--- config.mk ---
export PLATFORM = sky130hd
export DESIGN_NAME = prime_stream_filter
export DESIGN_NICKNAME = d
export VERILOG_FILES = /design/src/design/psf_pkg.sv /design/src/design/psf_front.sv /design/src/design/psf_queue.sv /design/src/design/psf_back.sv /design/src/design/prime_stream_filter.sv
export SDC_FILE = /design/constraint.sdc
export NUM_CORES = 1
export LEC_CHECK = 0
export BUFFER_PORTS_ARGS = -buffer_cell sky130_fd_sc_hd__buf_2
export CORE_MARGIN = 1.5
export CORE_UTILIZATION = 45
export DETAILED_ROUTE_END_ITERATION = 12
export SLEW_MARGIN = 10
export SYNTH_ARGS = -nofsm -noshare
export SYNTH_HDL_FRONTEND = slang
export SYNTH_HIERARCHICAL = 1
export SYNTH_SLANG_ARGS = --single-unit
--- constraint.sdc ---
create_clock -name clk -period 11.5 [get_ports clk]
set_input_delay 1.15 -clock clk [delete_from_list [all_inputs] [get_ports clk]]
set_output_delay 1.15 -clock clk [all_outputs]
set_load 0.05 [all_outputs]
--- src/design/psf_pkg.sv ---
// Shared types and constants for the prime stream filter.
package psf_pkg;

  // Default parameter values of the top level.
  localparam int CAPACITY_DEF   = 128;
  localparam int VALUE_BITS_DEF = 16;

  // Fixed widths of the result fields.
  localparam int PRIME_W = 16;
  localparam int POS_W   = 7;
  localparam int OUT_TDATA_W = ((PRIME_W + POS_W + 7) / 8) * 8;

  // Quotient bits retired per cycle by the remainder unit.
  localparam int BITS_PER_STEP = 4;

  // Entries in the queue between the front and the back.
  localparam int QUEUE_DEPTH = 2;

  // Per-item flags worked out by the front.
  typedef struct packed {
    logic last;     // item closes the current set
    logic trivial;  // value is below 2 and so cannot be prime
  } psf_flags_t;

endpackage

--- src/design/psf_front.sv ---
// Front stage: takes input items, classifies them and hands them to the queue.
module psf_front #(
  parameter int VALUE_BITS = psf_pkg::VALUE_BITS_DEF
) (
  input  logic                    clk,
  input  logic                    rst,
  input  logic                    in_valid,
  output logic                    in_ready,
  input  logic [VALUE_BITS-1:0]   in_value,
  input  logic                    in_last,
  output logic                    push_valid,
  input  logic                    push_ready,
  output logic [VALUE_BITS-1:0]   push_value,
  output psf_pkg::psf_flags_t     push_flags
);
  import psf_pkg::*;

  logic                  held;
  logic [VALUE_BITS-1:0] value;
  psf_flags_t            flags;

  assign in_ready   = !held || push_ready;
  assign push_valid = held;
  assign push_value = value;
  assign push_flags = flags;

  always_ff @(posedge clk) begin
    if (rst) begin
      held <= 1'b0;
    end else if (in_valid && in_ready) begin
      held <= 1'b1;
    end else if (push_ready) begin
      held <= 1'b0;
    end
  end

  // A value of 0 or 1 has no bits set above bit 0.
  always_ff @(posedge clk) begin
    if (in_valid && in_ready) begin
      value         <= in_value;
      flags.last    <= in_last;
      flags.trivial <= (in_value[VALUE_BITS-1:1] == '0);
    end
  end

endmodule

--- src/design/psf_queue.sv ---
// Short first-in first-out queue between the front and the back.
module psf_queue #(
  parameter int VALUE_BITS = psf_pkg::VALUE_BITS_DEF
) (
  input  logic                    clk,
  input  logic                    rst,
  input  logic                    push_valid,
  output logic                    push_ready,
  input  logic [VALUE_BITS-1:0]   push_value,
  input  psf_pkg::psf_flags_t     push_flags,
  output logic                    pop_valid,
  input  logic                    pop_ready,
  output logic [VALUE_BITS-1:0]   pop_value,
  output psf_pkg::psf_flags_t     pop_flags
);
  import psf_pkg::*;

  localparam int AW = (QUEUE_DEPTH > 1) ? $clog2(QUEUE_DEPTH) : 1;
  localparam int CW = $clog2(QUEUE_DEPTH + 1);
  localparam int EW = VALUE_BITS + $bits(psf_flags_t);

  logic [EW-1:0] entries [QUEUE_DEPTH];
  logic [AW-1:0] wr_ptr;
  logic [AW-1:0] rd_ptr;
  logic [CW-1:0] fill;
  logic          push;
  logic          pop;

  assign push_ready = (fill != CW'(QUEUE_DEPTH));
  assign pop_valid  = (fill != '0);
  assign push       = push_valid && push_ready;
  assign pop        = pop_valid && pop_ready;
  assign pop_value  = entries[rd_ptr][VALUE_BITS-1:0];
  assign pop_flags  = psf_flags_t'(entries[rd_ptr][EW-1:VALUE_BITS]);

  always_ff @(posedge clk) begin
    if (rst) begin
      wr_ptr <= '0;
      rd_ptr <= '0;
      fill   <= '0;
    end else begin
      if (push) begin
        wr_ptr <= wr_ptr + AW'(1);
      end
      if (pop) begin
        rd_ptr <= rd_ptr + AW'(1);
      end
      if (push && !pop) begin
        fill <= fill + CW'(1);
      end else if (pop && !push) begin
        fill <= fill - CW'(1);
      end
    end
  end

  always_ff @(posedge clk) begin
    if (push) begin
      entries[wr_ptr] <= {push_flags, push_value};
    end
  end

endmodule

--- src/design/psf_back.sv ---
// Back stage: trial division over a shared remainder unit, set counter and result register.
module psf_back #(
  parameter int CAPACITY   = psf_pkg::CAPACITY_DEF,
  parameter int VALUE_BITS = psf_pkg::VALUE_BITS_DEF
) (
  input  logic                              clk,
  input  logic                              rst,
  input  logic                              pop_valid,
  output logic                              pop_ready,
  input  logic [VALUE_BITS-1:0]             pop_value,
  input  psf_pkg::psf_flags_t               pop_flags,
  output logic                              out_valid,
  input  logic                              out_ready,
  output logic [psf_pkg::OUT_TDATA_W-1:0]   out_data
);
  import psf_pkg::*;

  localparam int DW        = (VALUE_BITS + 1) / 2 + 2;
  localparam int RW        = DW + 1;
  localparam int SQW       = VALUE_BITS + 2;
  localparam int DIV_STEPS = (VALUE_BITS + BITS_PER_STEP - 1) / BITS_PER_STEP;
  localparam int PADW      = DIV_STEPS * BITS_PER_STEP;
  localparam int SW        = (DIV_STEPS > 1) ? $clog2(DIV_STEPS) : 1;
  localparam int CW        = $clog2(CAPACITY + 1);

  typedef enum logic [3:0] {
    ST_IDLE = 4'b0001,
    ST_TEST = 4'b0010,
    ST_DIV  = 4'b0100,
    ST_DONE = 4'b1000
  } psf_state_t;

  psf_state_t            state;
  logic [VALUE_BITS-1:0] value;
  logic                  last;
  logic [DW-1:0]         divisor;
  logic [SQW-1:0]        square;
  logic [RW-1:0]         rem;
  logic [PADW-1:0]       shifter;
  logic [SW-1:0]         step;
  logic                  is_prime;
  logic [CW-1:0]         count;
  logic [RW-1:0]         rem_next;
  logic                  slot_free;
  logic                  emit;

  // Four restoring remainder steps, most significant dividend bit first.
  always_comb begin
    logic [RW-1:0] r;
    r = rem;
    for (int i = 0; i < BITS_PER_STEP; i++) begin
      r = {r[DW-1:0], shifter[PADW-1-i]};
      if (r >= RW'(divisor)) begin
        r = r - RW'(divisor);
      end
    end
    rem_next = r;
  end

  assign pop_ready = (state == ST_IDLE);
  assign slot_free = !out_valid || out_ready;
  assign emit      = is_prime && (count < CW'(CAPACITY));

  always_ff @(posedge clk) begin
    if (rst) begin
      state <= ST_IDLE;
      count <= '0;
    end else begin
      unique case (state)
        ST_IDLE: begin
          if (pop_valid) begin
            state <= pop_flags.trivial ? ST_DONE : ST_TEST;
          end
        end
        ST_TEST: begin
          state <= (square > SQW'(value)) ? ST_DONE : ST_DIV;
        end
        ST_DIV: begin
          if (step == SW'(DIV_STEPS - 1)) begin
            state <= (rem_next == '0) ? ST_DONE : ST_TEST;
          end
        end
        ST_DONE: begin
          if (slot_free) begin
            state <= ST_IDLE;
            if (last) begin
              count <= '0;
            end else if (emit) begin
              count <= count + CW'(1);
            end
          end
        end
        default: begin
          state <= ST_IDLE;
        end
      endcase
    end
  end

  always_ff @(posedge clk) begin
    case (state)
      ST_IDLE: begin
        if (pop_valid) begin
          value    <= pop_value;
          last     <= pop_flags.last;
          divisor  <= DW'(2);
          square   <= SQW'(4);
          is_prime <= 1'b0;
        end
      end
      ST_TEST: begin
        if (square > SQW'(value)) begin
          is_prime <= 1'b1;
        end else begin
          rem     <= '0;
          shifter <= PADW'(value);
          step    <= '0;
        end
      end
      ST_DIV: begin
        rem     <= rem_next;
        shifter <= shifter << BITS_PER_STEP;
        step    <= step + SW'(1);
        if (step == SW'(DIV_STEPS - 1) && rem_next != '0) begin
          // (d+1)^2 = d^2 + 2d + 1
          divisor <= divisor + DW'(1);
          square  <= square + SQW'({divisor, 1'b1});
        end
      end
      default: begin
      end
    endcase
  end

  always_ff @(posedge clk) begin
    if (rst) begin
      out_valid <= 1'b0;
    end else if (state == ST_DONE && slot_free && emit) begin
      out_valid <= 1'b1;
    end else if (out_ready) begin
      out_valid <= 1'b0;
    end
  end

  always_ff @(posedge clk) begin
    if (state == ST_DONE && slot_free && emit) begin
      out_data <= OUT_TDATA_W'({POS_W'(count), PRIME_W'(value)});
    end
  end

endmodule

--- src/design/prime_stream_filter.sv ---
// Top level of the prime stream filter: front, queue and trial-division back end.
//
// The block reads candidate values on the s_axis channel and passes on the primes
// among them on the m_axis channel, each with its position among the primes kept
// so far in the current set. s_axis_tlast marks the last item of a set; the
// position count starts again at zero after it. Once CAPACITY primes are kept in
// one set, further primes of that set are dropped and produce no item.
// An item is held in the front register, then waits in a two-entry queue until
// the back end is free. The back end tries divisors 2, 3, ... while the divisor
// squared is at most the value and none has divided it; for each divisor it does
// the bound check and then a pass through the remainder unit, which retires four
// quotient bits per cycle. A 16-bit prime takes up to 254 divisors; 0 and 1 skip
// the divisor tests. The back end takes no new item until it is through with the
// current one; the front and queue absorb up to three items meanwhile. The result
// sits in an output register; while the receiver holds m_axis_tready low the back
// end waits with the next result and the front fills, then s_axis_tready drops.
// Reset empties the queue and output and zeroes the count.
module prime_stream_filter #(
  parameter int CAPACITY   = psf_pkg::CAPACITY_DEF,
  parameter int VALUE_BITS = psf_pkg::VALUE_BITS_DEF
) (
  input  logic                                  clk,
  input  logic                                  rst,
  input  logic                                  s_axis_tvalid,
  output logic                                  s_axis_tready,
  // value
  input  logic [((VALUE_BITS + 7) / 8) * 8-1:0] s_axis_tdata,
  // last_of_set
  input  logic                                  s_axis_tlast,
  output logic                                  m_axis_tvalid,
  input  logic                                  m_axis_tready,
  // prime_value [15:0], position [22:16], zero padding above
  output logic [psf_pkg::OUT_TDATA_W-1:0]       m_axis_tdata
);
  import psf_pkg::*;

  logic                  push_valid;
  logic                  push_ready;
  logic [VALUE_BITS-1:0] push_value;
  psf_flags_t            push_flags;
  logic                  pop_valid;
  logic                  pop_ready;
  logic [VALUE_BITS-1:0] pop_value;
  psf_flags_t            pop_flags;

  // Bits of tdata above VALUE_BITS are padding and are ignored.
  psf_front #(
    .VALUE_BITS (VALUE_BITS)
  ) u_front (
    .clk        (clk),
    .rst        (rst),
    .in_valid   (s_axis_tvalid),
    .in_ready   (s_axis_tready),
    .in_value   (s_axis_tdata[VALUE_BITS-1:0]),
    .in_last    (s_axis_tlast),
    .push_valid (push_valid),
    .push_ready (push_ready),
    .push_value (push_value),
    .push_flags (push_flags)
  );

  psf_queue #(
    .VALUE_BITS (VALUE_BITS)
  ) u_queue (
    .clk        (clk),
    .rst        (rst),
    .push_valid (push_valid),
    .push_ready (push_ready),
    .push_value (push_value),
    .push_flags (push_flags),
    .pop_valid  (pop_valid),
    .pop_ready  (pop_ready),
    .pop_value  (pop_value),
    .pop_flags  (pop_flags)
  );

  psf_back #(
    .CAPACITY   (CAPACITY),
    .VALUE_BITS (VALUE_BITS)
  ) u_back (
    .clk       (clk),
    .rst       (rst),
    .pop_valid (pop_valid),
    .pop_ready (pop_ready),
    .pop_value (pop_value),
    .pop_flags (pop_flags),
    .out_valid (m_axis_tvalid),
    .out_ready (m_axis_tready),
    .out_data  (m_axis_tdata)
  );

`ifndef ASSERT_OFF
  // Values 0 and 1 are never passed on as primes.
  a_no_trivial: assert property (@(posedge clk) disable iff (rst)
    m_axis_tvalid |-> (m_axis_tdata[PRIME_W-1:1] != '0))
    else $error("value below 2 emitted as prime");

  // The only even prime is 2.
  a_odd_or_two: assert property (@(posedge clk) disable iff (rst)
    m_axis_tvalid |-> (m_axis_tdata[0] || (m_axis_tdata[PRIME_W-1:0] == PRIME_W'(2))))
    else $error("even value other than 2 emitted as prime");

  // Reset leaves no result pending.
  a_reset_empty: assert property (@(posedge clk)
    rst |=> !m_axis_tvalid)
    else $error("result pending right after reset");
`endif

endmodule

==> run_results.csv, run 1 <==
group,metric,value,unit
outcome,outcome,"complete, no violations",
floorplanning,die_area,22300,um2
floorplanning,start_util,0.458,
drt,detail-route-antenna-nets,0,
place,dp_hpwl,14800,um
place,gp_congestion,0.943,
drt,first_pass_iters,5,
yosys,synth_top_area_frac,0.471,
min_path,min_to,"u_queue/entries[1][7]",
sta,hold_viol,0,
cells_and_area,drive_gt1_frac,0.143,
floorplanning,die_x,149,um
cts,cts_tree,"built",
cts,cts.clk_slew.worst_paths,70,ps
yosys,synthArstFlopShare,0,
drt,drc,0,
yosys,synthMuxAreaShare,0.0542,
yosys,yosys.area_share.simple,0.139,
sta,tightest_slew,968,ps
cts,clk_latency,430,ps
cts,h-tree-depth,4,
floorplanning,core,21000,um2
flow_run,maxCapViolCount,0,
setup_path,cp_top_family,"compound AO/OA/AOI/OAI gates",
setup_path,required,11590,ps
sta,slew_viol_final,0,
min_path,hp-class,"reg -> reg",
yosys,ys_top_cells_by_area,"edfxtp_1 47%, ha_1 9.1%, dfxtp_1 4.0%",
setup_path,worstPathArrival,10620,ps
drt,wl_per_cell,16.6,um
place,port_buffers,45,
cts,numCtsBuffers,17,
setup_path,worstPathMaxFanout,28,
sta,skew,9.15,ps
global_routing,grt_max_degree,42,
sta,period_needed,10540,ps
sta,finalSetupViolations,0,
drt,first_iter_violations,378,
yosys,synth_xor_area_frac,0.0473,
min_path,hold_depth,0,
global_routing,track_usage,0.189,
yosys,synth_compound_area_frac,0.116,
yosys,synth_cells,856,
drt,drt-total-wl,19900,um
yosys,yosys_warnings,6,
setup_path,critPathLaunch,"u_back/divisor[1]",
global_routing,antenna_found_initial,0,
floorplanning,die_h,149,um
setup_path,cp-start-kind,"flop",
setup_path,crit_type,"reg -> reg",
sta,fmax,0.0949,GHz
setup_path,timing.rr.end,"u_back/divisor[8]",
global_routing,grt_pass1_wl,32300,um
global_routing,grt.overflow.total,0,
setup_path,ff2ff_path_depth,39,
cts,cts_root_buf,"clkbuf_16",
cts,cts.sinks,170,
yosys,synth_flop_cell,"edfxtp_1",
floorplanning,num_rows,53,
yosys,synthAdderAreaFrac,0.101,
sta,period_share,0.916,
cells_and_area,syn_to_final_growth,12.1,%
drt,vias,6473,
yosys,avgSynthCellArea,11.2,um2
sta,fin_setup_tns,0,ps
cells_and_area,antenna_cells,0,
global_routing,first_global_vias,6381,
setup_path,slowest_stage,"a2111o_2",
setup_path,worstReg2RegStart,"u_back/divisor[1]",
yosys,ys_ff_latch,170,
cells_and_area,nNetsFinal,1005,
setup_path,rrSetupSlack,960,ps
setup_path,slowest_delay,650,ps
cts,clock_path_buffers,2,
setup_path,cp-end-kind,"flop",
yosys,yosysSeqAreaShare,0.511,
floorplanning,ioPinCount,47,
drt,vias_per_cell,5.41,
min_path,hp-start,"u_front/push_value[7]",
yosys,synth_top_family_by_area,"simple AND/OR/NAND/NOR gates",
yosys,syn_nets,952,
cts,cts_setup_buffers,0,
yosys,synth_common_cells,"151 x edfxtp_1, 98 x nor2_1, 70 x ha_1, 57 x inv_1, 48 x nand2_1",
sta,slew_headroom,0.354,
yosys,synth_area,9630,um2
yosys,yosysUniqueCellTypes,76,
cts,postCtsHoldBufs,0,
cts,cts_resized,0,
yosys,synth_edf_count,151,
setup_path,crit_buf_inv,4,
sta,rsz0062_at_grt,"false",
yosys,synth_top_cell_by_area,"edfxtp_1",
yosys,synth_most_common_cell,"edfxtp_1",
## per-stage QoR
| stage | worst slack [ps] | instances | hold WS, ps | utilization | area [um2] |
|---|---|---|---|---|---|
| after floorplan | 1080 | 856 | 421 | - | 9630 |
| after detailed placement | 857 | 1165 | 430 | 0.484 | 10200 |
| after global routing | 75.4 | 1197 | 459 | 0.513 | 10800 |
| after CTS | 816 | 1197 | 448 | 0.513 | 10800 |
| final | 965 | 1197 | 448 | 0.513 | 10800 |
| after global placement | 1080 | 1165 | 423 | 0.484 | 10200 |
## layer usage
| metal | wire length, um | global-route usage | vias up |
|---|---|---|---|
| met5 | 0 | 0 | - |
| met4 | 579 | 0.0772 | 0 |
| met3 | 683 | 0.0355 | 34 |
| met2 | 9620 | 0.312 | 127 |
| met1 | 8980 | 0.245 | 3065 |
| li1 | - | - | 3247 |
## registers in the layout, indices dropped and copies added, names as in the netlist, 2 cells and up, named ones only
name / flops
u_back/shifter: 16
u_front/push_value: 16
u_back/count: 8
u_back/square: 18
u_back/out_data: 23
u_back/state: 4
u_back/value: 16
u_back/divisor: 10
u_front/push_flags: 2
u_back/rem: 10
u_queue/entries: 36
u_queue/fill: 2
u_back/step: 2
## logic make-up after synthesis
logic type,after synthesis
compound gates,166
xor+xnor,52
fa+ha+maj,75
buf+inv,74
flops,170
mux,48
other cells,1
simple gates,270
## placed cells by master (no fill, tap or decap), types with 14 or more instances in the layout
master and count:
nand4_1 14, buf_2 45, xnor2_1 32, clkbuf_16 17, ha_1 70, nor2_1 98, inv_1 57, nand3_1 14
edfxtp_1 151, mux2_2 30, mux2i_1 17, dfxtp_1 19, nand2b_1 17, nand2_1 48, nor3_1 20, xor2_1 20
o21ai_0 40, a21oi_1 47
## area by class of cell
| class | count | area, um2 |
|---|---|---|
| inverter | 57 | 214 |
| clock buffer | 17 | 425 |
| multi-input combinational | 612 | 4430 |
| timing repair buffer | 51 | 270 |
| sequential | 170 | 4910 |
| fill | 1850 | 10200 |
| clock inverter | 15 | 195 |
| tap | 275 | 344 |
## how the worst max path moves through the flow
| stage | endpoint | slack [ps] | cells after the start |
|---|---|---|---|
| after detailed placement | u_back/square[14] | 860 | 38 |
| after floorplan | u_back/divisor[0] | 1080 | 41 |
| final | u_back/divisor[8] | 960 | 39 |
| after global placement | u_back/square[10] | 1080 | 38 |
| after CTS | u_back/divisor[4] | 820 | 38 |
| after global routing | u_back/divisor[3] | 80 | 39 |
Power of run 1 is not shown: default switching activity piles up to over one toggle a cycle in this logic, so the estimate is an artifact.
==> run 2, diff against run 1 <==
- GPL_TIMING_DRIVEN: unset -> 0
- PLACE_DENSITY: unset -> 0.65
==> run_results.csv, run 2 (synthesis results as in run 1) <==
group,metric,value,unit
outcome,outcome,"complete, no violations",
place,dp_hpwl,15000,um
global_routing,grt_max_degree,29,
sta,skew,8.61,ps
cells_and_area,syn_to_final_growth,13.6,%
sta,hold_viol,0,
sta,slew_viol_final,0,
sta,tightest_slew,996,ps
cells_and_area,antenna_cells,0,
cells_and_area,nNetsFinal,1027,
cts,cts_tree,"built",
cts,clock_path_buffers,2,
setup_path,worstReg2RegStart,"u_back/divisor[1]",
sta,period_needed,10800,ps
floorplanning,core,21000,um2
floorplanning,die_h,149,um
setup_path,slowest_delay,530,ps
sta,fin_setup_tns,0,ps
global_routing,first_global_vias,6328,
cts,numCtsBuffers,17,
sta,fin_ws,700,ps
drt,vias,6538,
sta,rsz0062_at_grt,"false",
setup_path,worstPathArrival,10940,ps
place,place_ws,64.6,ps
floorplanning,ioPinCount,47,
cts,cts.clk_slew.worst_paths,70,ps
sta,fmax,0.0926,GHz
setup_path,cp-end-kind,"flop",
floorplanning,num_rows,53,
drt,first_iter_violations,315,
cts,postCtsHoldBufs,0,
setup_path,slowest_stage,"a2111o_1",
drt,wl_per_cell,16.0,um
sta,whs,450,ps
setup_path,worstPathMaxFanout,15,
setup_path,required,11640,ps
cts,cts_root_buf,"clkbuf_16",
sta,finalSetupViolations,0,
cells_and_area,layout_commonest_cell,"edfxtp_1",
setup_path,timing.rr.end,"u_back/square[10]",
cells_and_area,mostFrequentLayoutCells,"151 x edfxtp_1, 98 x nor2_1, 70 x ha_1",
cells_and_area,drive_gt1_frac,0.154,
cells_and_area,nFillCells,1848,
setup_path,rrSetupSlack,700,ps
min_path,hold_depth,0,
floorplanning,die_x,149,um
drt,first_pass_iters,5,
flow_run,maxCapViolCount,0,
min_path,hp-class,"reg -> reg",
setup_path,crit_type,"reg -> reg",
min_path,min_to,"u_queue/entries[1][1]",
global_routing,grt.overflow.total,0,
min_path,hp-start,"u_front/push_value[1]",
drt,drc,0,
place,port_buffers,45,
place,gp_congestion,0.904,
sta,period_share,0.939,
drt,drt-total-wl,19600,um
cts,cts.sinks,170,
cells_and_area,largest_register,"u_queue/entries",
drt,vias_per_cell,5.36,
sta,slew_headroom,0.335,
floorplanning,start_util,0.458,
drt,detail-route-antenna-nets,0,
floorplanning,die_area,22300,um2
global_routing,track_usage,0.184,
setup_path,ff2ff_path_depth,42,
global_routing,antenna_found_initial,0,
cts,clk_latency,430,ps
setup_path,cp-start-kind,"flop",
global_routing,grt_pass1_wl,31500,um
cts,h-tree-depth,4,
cells_and_area,reg_top3,"u_queue/entries (36), u_back/out_data (23), u_back/square (18)",
cells_and_area,largest_reg_flops,36,
run 2: critical path: cells and delay by family, from the launching register on:
family,cells,cell delay [ps]
compound gates,19,4560
simple gates,9,2080
buf+inv,8,1550
fa+ha+maj,4,1220
mux,2,590
flops,1,500
run 2: worst max path at each step:
stage | endpoint | cells past startpoint | start
6_report | u_back/square[10] | 42 | u_back/divisor[1]
5_1_grt | u_back/square[10] | 42 | u_back/divisor[1]
4_1_cts | u_back/square[10] | 42 | u_back/divisor[1]
3_5_place_dp | u_back/square[10] | 42 | u_back/divisor[1]
3_3_place_gp | u_back/square[12] | 41 | u_back/divisor[1]
2_1_floorplan | u_back/divisor[0] | 41 | u_back/divisor[1]
run 2: per-stage QoR:
| step | util | std cells | cell area, um2 |
|---|---|---|---|
| after floorplan | - | 856 | 9630 |
| after global placement | 0.485 | 1176 | 10200 |
| after detailed placement | 0.488 | 1178 | 10300 |
| after CTS | 0.516 | 1210 | 10900 |
| after global routing | 0.520 | 1219 | 10900 |
| final | 0.520 | 1219 | 10900 |
run 2: layer usage:
| layer | vias to the layer above | track usage | part of all wire |
|---|---|---|---|
| li1 | 3295 | - | - |
| met1 | 3088 | 0.232 | 0.45 |
| met2 | 125 | 0.316 | 0.49 |
| met3 | 30 | 0.0321 | 0.033 |
| met4 | 0 | 0.0663 | 0.025 |
| met5 | - | 0 | 0 |
run 2: layout make-up:
class,instances,area [um2],share of cell area
multi-input cells,612,4440,0.406
clock inverters,15,171,0.0157
repair buffers,56,340,0.0311
inverters,57,214,0.0196
well taps,275,344,0.0315
clock buffers,17,425,0.0389
plain buffers,17,86.3,0.00790
flip-flops and latches,170,4910,0.449
run 2: timing repair:
item	in CTS	in global routing
endpoints found under the setup margin	0	36
resized for setup	0	3
setup buffers	0	9
Power of run 2 is left out for the same reason.
==> run 3, diff against run 2 <==
- CORE_ASPECT_RATIO: unset -> 1.1
==> run_results.csv, run 3 (synthesis results as in run 1) <==
group,metric,value,unit
outcome,outcome,"complete, no violations",
setup_path,cp-end-kind,"flop",
drt,drt-total-wl,20400,um
cts,cts_tree,"built",
sta,tightest_slew,931,ps
cts,h-tree-depth,4,
global_routing,first_global_vias,6606,
cells_and_area,largest_reg_flops,36,
cells_and_area,syn_to_final_growth,13.4,%
sta,skew,13.0,ps
cells_and_area,seq_area,4910,um2
setup_path,slowest_stage,"a2111o_1",
setup_path,worstPathMaxFanout,22,
cells_and_area,largest_register,"u_queue/entries",
sta,slew_headroom,0.379,
place,dp_hpwl,15200,um
setup_path,rrSetupSlack,710,ps
min_path,hp-class,"reg -> reg",
place,port_buffers,45,
cells_and_area,multi_input_area,4440,um2
floorplanning,core,20800,um2
place,place_ws,209,ps
cts,cts.clk_slew.worst_paths,70,ps
cts,clock_path_buffers,2,
sta,fin_ws,710,ps
drt,drc,0,
global_routing,grt.overflow.total,0,
sta,period_needed,10790,ps
global_routing,track_usage,0.193,
global_routing,grt_pass1_wl,33000,um
global_routing,grt_max_degree,29,
sta,rsz0062_at_grt,"false",
drt,detail-route-antenna-nets,0,
floorplanning,die_h,156,um
flow_run,maxCapViolCount,0,
cts,clk_latency,430,ps
global_routing,antenna_found_initial,0,
cells_and_area,antenna_cells,0,
sta,slew_viol_final,0,
drt,vias,6603,
cts,numCtsBuffers,17,
sta,fmax,0.0927,GHz
floorplanning,num_rows,55,
setup_path,worstPathArrival,10920,ps
floorplanning,start_util,0.463,
cts,cts.sinks,170,
cells_and_area,nNetsFinal,1024,
setup_path,slowest_delay,530,ps
setup_path,crit_type,"reg -> reg",
setup_path,cp-start-kind,"flop",
cts,cts_root_buf,"clkbuf_16",
cells_and_area,mostFrequentLayoutCells,"151 x edfxtp_1, 98 x nor2_1, 70 x ha_1",
cells_and_area,reg_top3,"u_queue/entries (36), u_back/out_data (23), u_back/square (18)",
drt,wl_per_cell,16.7,um
drt,vias_per_cell,5.39,
floorplanning,die_area,22300,um2
drt,first_pass_iters,7,
drt,first_iter_violations,303,
place,gp_congestion,0.854,
sta,period_share,0.938,
sta,hold_viol,0,
floorplanning,ioPinCount,47,
cells_and_area,layout_commonest_cell,"edfxtp_1",
setup_path,required,11630,ps
sta,finalSetupViolations,0,
floorplanning,die_x,142,um
cells_and_area,nFillCells,1849,
cells_and_area,drive_gt1_frac,0.151,
[run 3: worst max-delay path, delay by kind of cell, from the launching register on]
family          cells  cell delay (ps)
simple gates        9             2050
mux                 2              540
buf+inv             7             1430
fa+ha+maj           4             1230
flops               1              470
compound gates     19             4730
[run 3: per-stage QoR]
stage	cells	instance area [um2]	util	hold slack, ps	setup TNS [ps]
final	1226	10900	0.525	448	0
after global routing	1226	10900	0.525	455	0
after CTS	1220	10900	0.523	450	0
after detailed placement	1188	10300	0.494	432	0
after global placement	1186	10200	0.491	422	-30590
after floorplan	856	9630	-	421	0
[run 3: final cells by class]
type	count	share of cell area
sequential	170	0.450
multi-input combinational	612	0.406
clock buffer	17	0.0390
tap	285	0.0327
timing repair buffer	53	0.0280
inverter	57	0.0196
clock inverter	15	0.0163
buffer	17	0.00791
[run 3: layer usage]
layer / part of all wire / global-route usage / routed length (um)
met5: 0 / 0 / 0
met4: 0.019 / 0.0623 / 383
met3: 0.028 / 0.0315 / 573
met2: 0.51 / 0.347 / 10300
met1: 0.45 / 0.236 / 9110
[run 3: final timing paths]
check | from | endpoint | cells after the start
max reg2reg | u_back/divisor[1] | u_back/square[15] | 41
min | u_front/push_value[11] | u_queue/entries[1][11] | 0
max | u_back/divisor[1] | u_back/square[15] | 41
min reg2reg | u_front/push_value[11] | u_queue/entries[1][11] | 0
[run 3: timing repair]
item	in CTS	in global routing
hold buffers	0	0
endpoints found under the setup margin	0	37
resized for setup	0	3
setup buffers	0	6
Power of run 3 is left out for the same reason.
